===== src/rtl/cbq_pkg.sv =====
// ----------------------------------------------------------------------------
// cbq_pkg
// Shared types, sizes and codes for the cascaded biquad filter bank.
// ----------------------------------------------------------------------------
package cbq_pkg;

	localparam int SECTIONS    = 8;
	localparam int SAMPLE_BITS = 24;
	localparam int COEF_BITS   = 32;
	localparam int COEF_FRAC   = COEF_BITS - 8;
	localparam int NCOEF       = 5;
	localparam int ACC_W       = 64;
	localparam int PROD_W      = COEF_BITS + SAMPLE_BITS;

	localparam int CDEPTH    = SECTIONS * NCOEF;
	localparam int CADDR_W   = (CDEPTH > 1) ? $clog2(CDEPTH) : 1;
	localparam int SEC_IDX_W = (SECTIONS > 1) ? $clog2(SECTIONS) : 1;
	localparam int SEC_CNT_W = $clog2(SECTIONS + 1);
	localparam int K_W       = $clog2(NCOEF + 2);

	localparam int CFG_N_W  = 4;
	localparam int CFG_EN_W = 8;

	// register word indexes
	localparam logic REG_SECTIONS = 1'b0;
	localparam logic REG_ENABLE   = 1'b1;

	// coefficient order within a section
	localparam int C_B0 = 0;
	localparam int C_B1 = 1;
	localparam int C_B2 = 2;
	localparam int C_A1 = 3;
	localparam int C_A2 = 4;

	typedef enum logic [1:0] {
		OP_FILTER = 2'd0,
		OP_WRITE  = 2'd1,
		OP_CLEAR  = 2'd2,
		OP_NOP    = 2'd3
	} op_t;

	typedef enum logic [2:0] {
		ST_IDLE,
		ST_SEC,
		ST_RUN,
		ST_WB,
		ST_DONE
	} state_t;

	typedef struct packed {
		logic [1:0]                    opcode;
		logic signed [SAMPLE_BITS-1:0] sample_in;
		logic [2:0]                    section;
		logic [2:0]                    coefficient_select;
		logic signed [COEF_BITS-1:0]   coefficient_value;
	} req_t;

	typedef struct packed {
		logic signed [SAMPLE_BITS-1:0] sample_out;
		logic                          saturated;
	} rsp_t;

	typedef struct packed {
		logic [CFG_N_W-1:0]  sections_in_use;
		logic [CFG_EN_W-1:0] section_enable;
	} cfg_t;

	// one history row: both input and output taps of a section
	typedef struct packed {
		logic signed [SAMPLE_BITS-1:0] x1;
		logic signed [SAMPLE_BITS-1:0] x2;
		logic signed [SAMPLE_BITS-1:0] y1;
		logic signed [SAMPLE_BITS-1:0] y2;
	} hist_row_t;

	typedef struct packed {
		logic vld;
		logic first;
		logic sub;
	} mac_ctl_t;

endpackage


===== src/rtl/cbq_mac.sv =====
// ----------------------------------------------------------------------------
// cbq_mac
// Shared multiply-accumulate with rounding and saturation of the sum.
// ----------------------------------------------------------------------------
module cbq_mac (
	input  logic                                   clk,
	input  logic                                   arst_n,
	input  cbq_pkg::mac_ctl_t                      ctl,
	input  logic signed [cbq_pkg::COEF_BITS-1:0]   coef,
	input  logic signed [cbq_pkg::SAMPLE_BITS-1:0] operand,
	output logic signed [cbq_pkg::SAMPLE_BITS-1:0] y,
	output logic                                   clip
);

	localparam logic signed [cbq_pkg::ACC_W-1:0] SMAX =
		(cbq_pkg::ACC_W'(1) <<< (cbq_pkg::SAMPLE_BITS - 1)) - cbq_pkg::ACC_W'(1);
	localparam logic signed [cbq_pkg::ACC_W-1:0] SMIN = -SMAX - cbq_pkg::ACC_W'(1);
	localparam logic [cbq_pkg::ACC_W-1:0] HALF =
		cbq_pkg::ACC_W'(1) << (cbq_pkg::COEF_FRAC - 1);

	logic signed [cbq_pkg::PROD_W-1:0] prod_s2;
	cbq_pkg::mac_ctl_t                 ctl_s2;
	logic signed [cbq_pkg::ACC_W-1:0]  acc_q;
	logic signed [cbq_pkg::ACC_W-1:0]  prod_ext;
	logic signed [cbq_pkg::ACC_W-1:0]  acc_base;
	logic signed [cbq_pkg::ACC_W-1:0]  rnd;
	logic signed [cbq_pkg::ACC_W-1:0]  sh;

	always_ff @(posedge clk or negedge arst_n) begin
		if (!arst_n) begin
			ctl_s2 <= '0;
		end else begin
			ctl_s2 <= ctl;
		end
	end

	always_ff @(posedge clk) begin
		prod_s2 <= coef * operand;
	end

	assign prod_ext = cbq_pkg::ACC_W'(prod_s2);
	assign acc_base = ctl_s2.first ? '0 : acc_q;

	always_ff @(posedge clk) begin
		if (ctl_s2.vld) begin
			acc_q <= ctl_s2.sub ? (acc_base - prod_ext) : (acc_base + prod_ext);
		end
	end

	// round half up, floor shift, clip to sample range
	always_comb begin
		rnd  = acc_q + HALF;
		sh   = rnd >>> cbq_pkg::COEF_FRAC;
		clip = 1'b0;
		y    = sh[cbq_pkg::SAMPLE_BITS-1:0];
		if (sh > SMAX) begin
			y    = SMAX[cbq_pkg::SAMPLE_BITS-1:0];
			clip = 1'b1;
		end else if (sh < SMIN) begin
			y    = SMIN[cbq_pkg::SAMPLE_BITS-1:0];
			clip = 1'b1;
		end
	end

endmodule


===== src/rtl/cbq_core.sv =====
// ----------------------------------------------------------------------------
// cbq_core
// Coefficient and history memories with the per-section sequencer.
// ----------------------------------------------------------------------------
module cbq_core (
	input  logic                                   clk,
	input  logic                                   arst_n,
	input  cbq_pkg::cfg_t                          cfg,
	input  logic                                   req_valid,
	output logic                                   req_stall,
	input  cbq_pkg::req_t                          req_data,
	output logic                                   res_valid,
	input  logic                                   res_ready,
	output cbq_pkg::rsp_t                          res_data
);

	cbq_pkg::state_t state_q, state_n;

	logic [cbq_pkg::SEC_CNT_W-1:0]         s_q;
	logic [cbq_pkg::K_W-1:0]               k_q;
	logic signed [cbq_pkg::SAMPLE_BITS-1:0] x_q;
	logic                                  clip_q;

	// coefficient memory, valid bits stand for the zero reset
	logic [cbq_pkg::COEF_BITS-1:0] coef_mem [cbq_pkg::CDEPTH];
	logic [cbq_pkg::CDEPTH-1:0]    coef_vld_q;
	logic [cbq_pkg::COEF_BITS-1:0] coef_rd_q;
	logic                          coef_rd_ok_q;
	logic                          coef_re;
	logic [cbq_pkg::CADDR_W-1:0]   coef_raddr;
	logic                          coef_we;
	logic [cbq_pkg::CADDR_W-1:0]   coef_waddr;

	// history memory, one row per section
	cbq_pkg::hist_row_t             hist_mem [cbq_pkg::SECTIONS];
	logic [cbq_pkg::SECTIONS-1:0]   hist_vld_q;
	cbq_pkg::hist_row_t             hist_rd_q;
	logic                           hist_rd_ok_q;
	cbq_pkg::hist_row_t             hist;
	cbq_pkg::hist_row_t             hist_wdata;
	logic                           hist_re;
	logic                           hist_we;
	logic                           hist_clr;
	logic [cbq_pkg::SEC_IDX_W-1:0]  row;
	logic [cbq_pkg::SEC_IDX_W-1:0]  clr_row;

	logic                    rd_vld_s1;
	logic [cbq_pkg::K_W-1:0] rd_k_s1;

	logic accept;
	logic is_filter;
	logic sec_done;
	logic sec_en;
	logic sec_ok;

	cbq_pkg::mac_ctl_t                      mac_ctl;
	logic signed [cbq_pkg::COEF_BITS-1:0]   mac_coef;
	logic signed [cbq_pkg::SAMPLE_BITS-1:0] mac_op;
	logic signed [cbq_pkg::SAMPLE_BITS-1:0] mac_y;
	logic                                   mac_clip;

	assign accept    = req_valid && !req_stall;
	assign is_filter = cbq_pkg::op_t'(req_data.opcode) == cbq_pkg::OP_FILTER;
	assign sec_done  = (32'(s_q) >= 32'(cfg.sections_in_use)) ||
	                   (32'(s_q) >= cbq_pkg::SECTIONS);
	assign sec_en    = |(cfg.section_enable & (cbq_pkg::CFG_EN_W'(1) << s_q));
	assign row       = cbq_pkg::SEC_IDX_W'(s_q);
	assign sec_ok    = 32'(req_data.section) < cbq_pkg::SECTIONS;
	assign clr_row   = cbq_pkg::SEC_IDX_W'(req_data.section);

	assign coef_we = accept && (cbq_pkg::op_t'(req_data.opcode) == cbq_pkg::OP_WRITE) &&
	                 sec_ok && (32'(req_data.coefficient_select) < cbq_pkg::NCOEF);
	assign coef_waddr = cbq_pkg::CADDR_W'(32'(req_data.section) * cbq_pkg::NCOEF +
	                                      32'(req_data.coefficient_select));
	assign hist_clr = accept && (cbq_pkg::op_t'(req_data.opcode) == cbq_pkg::OP_CLEAR) &&
	                  sec_ok;

	// next state
	always_comb begin
		state_n = state_q;
		unique case (state_q)
			cbq_pkg::ST_IDLE: begin
				if (accept && is_filter) state_n = cbq_pkg::ST_SEC;
			end
			cbq_pkg::ST_SEC: begin
				if (sec_done)    state_n = cbq_pkg::ST_DONE;
				else if (sec_en) state_n = cbq_pkg::ST_RUN;
			end
			cbq_pkg::ST_RUN: begin
				if (32'(k_q) == cbq_pkg::NCOEF + 1) state_n = cbq_pkg::ST_WB;
			end
			cbq_pkg::ST_WB: begin
				state_n = cbq_pkg::ST_SEC;
			end
			cbq_pkg::ST_DONE: begin
				if (res_ready) state_n = cbq_pkg::ST_IDLE;
			end
			default: state_n = cbq_pkg::ST_IDLE;
		endcase
	end

	// outputs of the sequencer
	always_comb begin
		req_stall  = 1'b1;
		res_valid  = 1'b0;
		coef_re    = 1'b0;
		coef_raddr = cbq_pkg::CADDR_W'(32'(s_q) * cbq_pkg::NCOEF + 32'(k_q));
		hist_re    = 1'b0;
		hist_we    = 1'b0;
		unique case (state_q)
			cbq_pkg::ST_IDLE: req_stall = 1'b0;
			cbq_pkg::ST_SEC: begin
				if (!sec_done && sec_en) begin
					coef_re    = 1'b1;
					coef_raddr = cbq_pkg::CADDR_W'(32'(s_q) * cbq_pkg::NCOEF);
					hist_re    = 1'b1;
				end
			end
			cbq_pkg::ST_RUN:  coef_re = 32'(k_q) < cbq_pkg::NCOEF;
			cbq_pkg::ST_WB:   hist_we = 1'b1;
			cbq_pkg::ST_DONE: res_valid = 1'b1;
			default: ;
		endcase
	end

	always_ff @(posedge clk or negedge arst_n) begin
		if (!arst_n) begin
			state_q   <= cbq_pkg::ST_IDLE;
			s_q       <= '0;
			k_q       <= '0;
			clip_q    <= 1'b0;
			rd_vld_s1 <= 1'b0;
			rd_k_s1   <= '0;
		end else begin
			state_q   <= state_n;
			rd_vld_s1 <= coef_re;
			if (coef_re) rd_k_s1 <= (state_q == cbq_pkg::ST_SEC) ? '0 : k_q;
			unique case (state_q)
				cbq_pkg::ST_IDLE: begin
					s_q    <= '0;
					clip_q <= 1'b0;
				end
				cbq_pkg::ST_SEC: begin
					k_q <= cbq_pkg::K_W'(1);
					if (!sec_done && !sec_en) s_q <= s_q + 1'b1;
				end
				cbq_pkg::ST_RUN: k_q <= k_q + 1'b1;
				cbq_pkg::ST_WB: begin
					s_q    <= s_q + 1'b1;
					clip_q <= clip_q | mac_clip;
				end
				default: ;
			endcase
		end
	end

	// running sample: the input, then each enabled section's output
	always_ff @(posedge clk) begin
		if (state_q == cbq_pkg::ST_IDLE && accept) x_q <= req_data.sample_in;
		else if (state_q == cbq_pkg::ST_WB)         x_q <= mac_y;
	end

	// coefficient memory
	always_ff @(posedge clk) begin
		if (coef_we) coef_mem[coef_waddr] <= req_data.coefficient_value;
		if (coef_re) coef_rd_q <= coef_mem[coef_raddr];
	end

	always_ff @(posedge clk or negedge arst_n) begin
		if (!arst_n) begin
			coef_vld_q   <= '0;
			coef_rd_ok_q <= 1'b0;
		end else begin
			if (coef_we) coef_vld_q[coef_waddr] <= 1'b1;
			if (coef_re) coef_rd_ok_q <= coef_vld_q[coef_raddr];
		end
	end

	// history memory; a row is read at section start and written back at its end,
	// so reads and writes to one row never overlap
	assign hist = hist_rd_ok_q ? hist_rd_q : '0;

	always_comb begin
		hist_wdata.x1 = x_q;
		hist_wdata.x2 = hist.x1;
		hist_wdata.y1 = mac_y;
		hist_wdata.y2 = hist.y1;
	end

	always_ff @(posedge clk) begin
		if (hist_we) hist_mem[row] <= hist_wdata;
		if (hist_re) hist_rd_q <= hist_mem[row];
	end

	always_ff @(posedge clk or negedge arst_n) begin
		if (!arst_n) begin
			hist_vld_q   <= '0;
			hist_rd_ok_q <= 1'b0;
		end else begin
			if (hist_we)       hist_vld_q[row]     <= 1'b1;
			else if (hist_clr) hist_vld_q[clr_row] <= 1'b0;
			if (hist_re) hist_rd_ok_q <= hist_vld_q[row];
		end
	end

	// MAC operand select follows the coefficient on the read port
	always_comb begin
		mac_coef = coef_rd_ok_q ? coef_rd_q : '0;
		unique case (32'(rd_k_s1))
			cbq_pkg::C_B0: mac_op = x_q;
			cbq_pkg::C_B1: mac_op = hist.x1;
			cbq_pkg::C_B2: mac_op = hist.x2;
			cbq_pkg::C_A1: mac_op = hist.y1;
			cbq_pkg::C_A2: mac_op = hist.y2;
			default:       mac_op = '0;
		endcase
		mac_ctl.vld   = rd_vld_s1;
		mac_ctl.first = 32'(rd_k_s1) == cbq_pkg::C_B0;
		mac_ctl.sub   = 32'(rd_k_s1) >= cbq_pkg::C_A1;
	end

	cbq_mac u_mac (
		.clk     (clk),
		.arst_n  (arst_n),
		.ctl     (mac_ctl),
		.coef    (mac_coef),
		.operand (mac_op),
		.y       (mac_y),
		.clip    (mac_clip)
	);

	always_comb begin
		if (cfg.sections_in_use == '0) begin
			res_data.sample_out = '0;
			res_data.saturated  = 1'b0;
		end else begin
			res_data.sample_out = x_q;
			res_data.saturated  = clip_q;
		end
	end

endmodule


===== src/rtl/cascaded_biquad_filter_bank.sv =====
// ----------------------------------------------------------------------------
// cascaded_biquad_filter_bank
// Cascade of up to eight direct-form-I biquads on Q1.23 samples.
// ----------------------------------------------------------------------------
// A request with opcode 0 runs its sample through sections 0 .. n-1 (n from
// sections_in_use, clamped to 8); an enabled section computes
// b0*x + b1*x1 + b2*x2 - a1*y1 - a2*y2 with Q8.24 coefficients, rounds half up,
// saturates to Q1.23 and flags clipping; a disabled section passes the sample.
// n = 0 returns 0. Opcode 1 writes one coefficient, opcode 2 zeroes one
// section's history, opcode 3 is ignored; none of these return anything.
// Write, clear and ignored requests leave the block idle. A filter request is
// run section by section on the single shared multiplier-accumulator, fed
// one coefficient per cycle from the coefficient RAM's read port; each enabled
// section passes the product and accumulator registers and ends with a
// writeback of its history row, while a disabled section is stepped over.
// A finished result sits in an output register, so the next request is taken
// while the previous result waits. Memories come out of reset reading zero;
// no clearing pass is needed. Write registers only while idle.
// Registers: 0x0 sections_in_use [3:0], 0x4 section_enable [7:0].
// ----------------------------------------------------------------------------
module cascaded_biquad_filter_bank (
	input  logic           clk,
	input  logic           arst_n,
	// configuration
	input  logic           psel,
	input  logic           penable,
	input  logic           pwrite,
	input  logic [2:0]     paddr,
	input  logic [31:0]    pwdata,
	output logic [31:0]    prdata,
	output logic           pready,
	// requests
	input  logic           req_valid,
	output logic           req_stall,
	input  cbq_pkg::req_t  req_data,
	// results
	output logic           rsp_valid,
	input  logic           rsp_stall,
	output cbq_pkg::rsp_t  rsp_data
);

	cbq_pkg::cfg_t cfg_q;
	logic          cfg_wr;

	logic          res_valid;
	logic          res_ready;
	cbq_pkg::rsp_t res_data;
	logic          rsp_valid_q;
	cbq_pkg::rsp_t rsp_data_q;

	// register file: word index is paddr[2], low bits ignored
	assign pready = 1'b1;
	assign cfg_wr = psel && penable && pwrite && pready;

	always_ff @(posedge clk or negedge arst_n) begin
		if (!arst_n) begin
			cfg_q <= '0;
		end else if (cfg_wr) begin
			unique case (paddr[2])
				cbq_pkg::REG_SECTIONS: cfg_q.sections_in_use <= pwdata[cbq_pkg::CFG_N_W-1:0];
				cbq_pkg::REG_ENABLE:   cfg_q.section_enable  <= pwdata[cbq_pkg::CFG_EN_W-1:0];
				default: ;
			endcase
		end
	end

	always_comb begin
		unique case (paddr[2])
			cbq_pkg::REG_SECTIONS: prdata = 32'(cfg_q.sections_in_use);
			cbq_pkg::REG_ENABLE:   prdata = 32'(cfg_q.section_enable);
			default:               prdata = '0;
		endcase
	end

	cbq_core u_core (
		.clk       (clk),
		.arst_n    (arst_n),
		.cfg       (cfg_q),
		.req_valid (req_valid),
		.req_stall (req_stall),
		.req_data  (req_data),
		.res_valid (res_valid),
		.res_ready (res_ready),
		.res_data  (res_data)
	);

	// output register: refills in the cycle the old result is taken
	assign res_ready = !rsp_valid_q || !rsp_stall;

	always_ff @(posedge clk or negedge arst_n) begin
		if (!arst_n) begin
			rsp_valid_q <= 1'b0;
		end else if (res_ready) begin
			rsp_valid_q <= res_valid;
		end
	end

	always_ff @(posedge clk) begin
		if (res_ready && res_valid) rsp_data_q <= res_data;
	end

	assign rsp_valid = rsp_valid_q;
	assign rsp_data  = rsp_data_q;

endmodule


===== config.mk =====
export PLATFORM = sky130hd
export DESIGN_NAME = cascaded_biquad_filter_bank
export DESIGN_NICKNAME = d
export VERILOG_FILES = /design/src/rtl/cbq_pkg.sv /design/src/rtl/cbq_mac.sv /design/src/rtl/cbq_core.sv /design/src/rtl/cascaded_biquad_filter_bank.sv
export SDC_FILE = /design/constraint.sdc
export NUM_CORES = 2
export LEC_CHECK = 0
export BUFFER_PORTS_ARGS = -buffer_cell sky130_fd_sc_hd__clkbuf_2
export CAP_MARGIN = 20
export CORE_MARGIN = 8
export CORE_UTILIZATION = 50
export CTS_BUF_LIST = sky130_fd_sc_hd__clkbuf_2 sky130_fd_sc_hd__clkbuf_4 sky130_fd_sc_hd__clkbuf_8
export DETAILED_ROUTE_END_ITERATION = 7
export PLACE_DENSITY = 0.68
export SYNTH_ARGS = -nofsm -noshare
export SYNTH_HDL_FRONTEND = slang
export SYNTH_HIERARCHICAL = 1
export SYNTH_SLANG_ARGS = --single-unit

===== constraint.sdc =====
create_clock -name clk -period 8.92 [get_ports clk]
set_input_delay 1.338 -clock clk [delete_from_list [all_inputs] [get_ports clk]]
set_output_delay 1.338 -clock clk [all_outputs]
set_load 0.05 [all_outputs]

==> run_results.csv <==
group,metric,value,unit
outcome,run_status,"complete, no violations",
clock_tree,holdBufCountCts,0,
timing,min_period,8570,ps
grt,overflow,0,
placement,port_buffers,114,
detailed_routing,ant_nets,0,
synth,syn_area_per_cell,13.3,sq um
timing,fin_ws,353,ps
synth,yosys.area.top_type,"edfxtp_1",
worst_setup_path,arrival,9440,ps
timing,hold_viol,0,
clock_tree,root_buffer,"clkbuf_8",
worst_setup_path,worstPathRequired,9790,ps
finish,regArea,71900,sq um
synth,post-synth-top-count-cell,"edfxtp_1",
clock_tree,cts_buffer_depth,4,
synth,synth_area_leaders,"edfxtp_1 (54%), fa_1 (12%), nand2_1 (3.1%)",
timing,skew,135,ps
detailed_routing,drt_iter0_drc,7796,
die,rows,184,
timing,setup_violations,0,
synth,yosys_warnings,6,
detailed_routing,wl,333000,um
die,die_w,518,um
clock_tree,clkLatencyLatePin,1120,ps
finish,multi_input_area,49300,sq um
worst_setup_path,path_class,"flip-flop to flip-flop",
die,ioPinCount,166,
detailed_routing,drcViolationCount,0,
die,initial_core_util,50.2,%
worst_hold_path,hp-class,"input pin to async pin",
grt,antenna_found_initial,24,
job,cap_violations,0,
timing,drv_slew,0,
grt,grt_pass1_vias,81117,
worst_setup_path,startpoint_type,"flip-flop",
placement,gp_congestion,0.896,
detailed_routing,via_count,79632,
worst_setup_path,slowest_stage,"fa_1",
detailed_routing,vias_per_cell,5.98,
finish,utilization,55.2,%
grt,track_usage,24.1,%
clock_tree,htreeDepth,5,
synth,synthDistinctLibCells,99,
grt,grt_pass1_wl,500000,um
clock_tree,cts_tree,"built",
worst_setup_path,endpoint_kind,"flip-flop",
finish,syn2layout_area_growth,9.97,%
synth,ys.flop_type,"edfxtp_1",
finish,fillers,20075,
synth,yosysTopAreaCellShare,54.5,%
worst_setup_path,worst-path-buf-inv,8,
die,die_area,269000,sq um
clock_tree,numCtsBuffers,391,
worst_setup_path,path_common_cell,"fa_1",
synth,ys_ff_latch,2426,
timing,slew_headroom,19.7,%
timing,worst_pin_slew,1200,ps
finish,finalNetCount,10824,
finish,layoutNonFillerInstCount,13324,
worst_setup_path,cp_top_family,"adder cells",
finish,layout-drive-gt1-share,12.6,%
clock_tree,path_clk_slew,60,ps
die,die_h,518,um
worst_setup_path,slowest_delay,590,ps
synth,synth_area,126000,sq um
worst_setup_path,critical_path.max_fanout,31,
timing,fin_crit_sh,96.0,%
synth,synth_edf_count,2289,
synth,syn_inst,9486,
timing,rsz0062_at_grt,"false",
placement,dp_slack,-91.9,ps
detailed_routing,drt-pass1-iter-count,6,
timing,max_freq,117,MHz
timing,worst_hold_slack,174,ps
detailed_routing,wl_per_cell,25.0,um
die,core_area,251000,sq um
clock_tree,cts.sinks,2426,
placement,hpwl,201000,um
placement,placed_cells,12641,
grt,grt_max_degree,145,
synth,seq_area_frac_synth,57.0,%
synth,synthArstFlopShare,3.34,%
synth,synth_commonest_cells,"edfxtp_1 (2289), nand2_1 (1046), inv_1 (840)",
## layer usage
layer | wire (um) | part of all wire (%) | GRT usage [%] | up-vias
met1 | 131000 | 39 | 32.4 | 40698
met4 | 13000 | 3.9 | 9.03 | 4
li1 | - | - | - | 34397
met2 | 161000 | 48 | 39.9 | 3803
met5 | 26 | 0.0078 | 0 | -
met3 | 27700 | 8.3 | 3.76 | 730
## path summary, 6_finish.rpt
path                            cells after the start                           from  slack, ps                          endpoint
worst max register to register                     30  u_core/rd_k_s1[0]$_DFFE_PN0P_        350  u_core/u_mac/prod_s2[55]$_DFF_P_
max in group asynchronous                           2                         arst_n       7510  u_core/u_mac/ctl_s2[0]$_DFF_PN0_
min in group clk                                    0     u_core/rd_vld_s1$_DFF_PN0_        340  u_core/u_mac/ctl_s2[2]$_DFF_PN0_
worst min register to register                      0     u_core/rd_vld_s1$_DFF_PN0_        340  u_core/u_mac/ctl_s2[2]$_DFF_PN0_
worst max-delay path                               30  u_core/rd_k_s1[0]$_DFFE_PN0P_        350  u_core/u_mac/prod_s2[55]$_DFF_P_
worst min-delay path                                1                         arst_n        170              cfg_q[2]$_DFFE_PN0P_
## worst register-to-register path: cells and delay by family, from the launching register on
family	cells	cell delay, ps
AO/OA/AOI/OAI	9	2040
adder cells (fa/ha/maj)	8	3760
buffers and inverters	8	1280
flip-flops	1	560
AND/OR/NAND/NOR	5	820
## cell type report
cell class | instances | share of cell area (%)
inverter | 843 | 2.28
antenna | 9 | 0.0162
clock inverter | 139 | 0.606
timing repair buffer | 360 | 1.99
tap | 3348 | 3.02
clock buffer | 532 | 4.71
sequential | 2426 | 51.8
multi-input combinational | 5667 | 35.6
## registers in the layout, indices dropped and copies added, names as in the netlist, 3 cells and up
name	flops
rsp_data	25
cfg_q	12
u_core/u_mac/acc_q	64
u_core/s_q	4
u_core/x_q	24
u_core/coef_rd_q	32
u_core/k_q	3
u_core/hist_rd_q	96
u_core/coef_vld_q	40
u_core/hist_mem	768
u_core/u_mac/ctl_s2	3
u_core/state_q	3
u_core/coef_mem	1280
u_core/hist_vld_q	8
u_core/rd_k_s1	3
u_core/u_mac/prod_s2	56
## stage by stage
stage	area [sq um]	setup TNS (ps)
3_3_place_gp	131000	0
3_5_place_dp	131000	-91.9
2_1_floorplan	126000	0
6_report	139000	0
4_1_cts	139000	0
5_1_grt	139000	0
## cells by family (layout without fill, tap and decap cells)
logic type               Yosys count  count (layout)  synth area share (%)
AO/OA/AOI/OAI                   1439            1439                  8.09
XOR/XNOR                         205             205                  1.42
adder cells (fa/ha/maj)         1029            1029                  14.9
buffers and inverters           1416            1874                  4.43
flip-flops                      2426            2426                  57.0
multiplexers                     436             436                  4.21
other                              2              34               0.00595
AND/OR/NAND/NOR                 2533            2533                  9.98
## cells in the final DEF, fill, tap and decap left out, types with 76 or more instances in the layout
| cell type | n |
|---|---|
| nand3_1 | 188 |
| fa_1 | 787 |
| and3_1 | 156 |
| buf_4 | 216 |
| and2_1 | 464 |
| inv_1 | 839 |
| nor2_1 | 167 |
| a211oi_1 | 151 |
| dfrtp_1 | 76 |
| mux2_2 | 79 |
| xnor2_1 | 141 |
| a22oi_1 | 414 |
| clkbuf_4 | 125 |
| nor2b_1 | 109 |
| clkbuf_8 | 407 |
| nand2_1 | 1044 |
| nand4_1 | 140 |
| ha_1 | 242 |
| clkinv_1 | 86 |
| o21ai_0 | 134 |
| clkbuf_2 | 113 |
| a21oi_1 | 230 |
| mux2i_1 | 284 |
| edfxtp_1 | 2289 |
## what timing repair did
item | 4_1_cts | 5_1_grt
resized for setup | 1 | 20
endpoints found under the setup margin | 1 | 13
pin swaps | 0 | 1
buffers inserted | 0 | 3
Power is left out: the tool's default activity adds up to more than one toggle a clock period on the data nets, which glitch-free logic cannot reach.
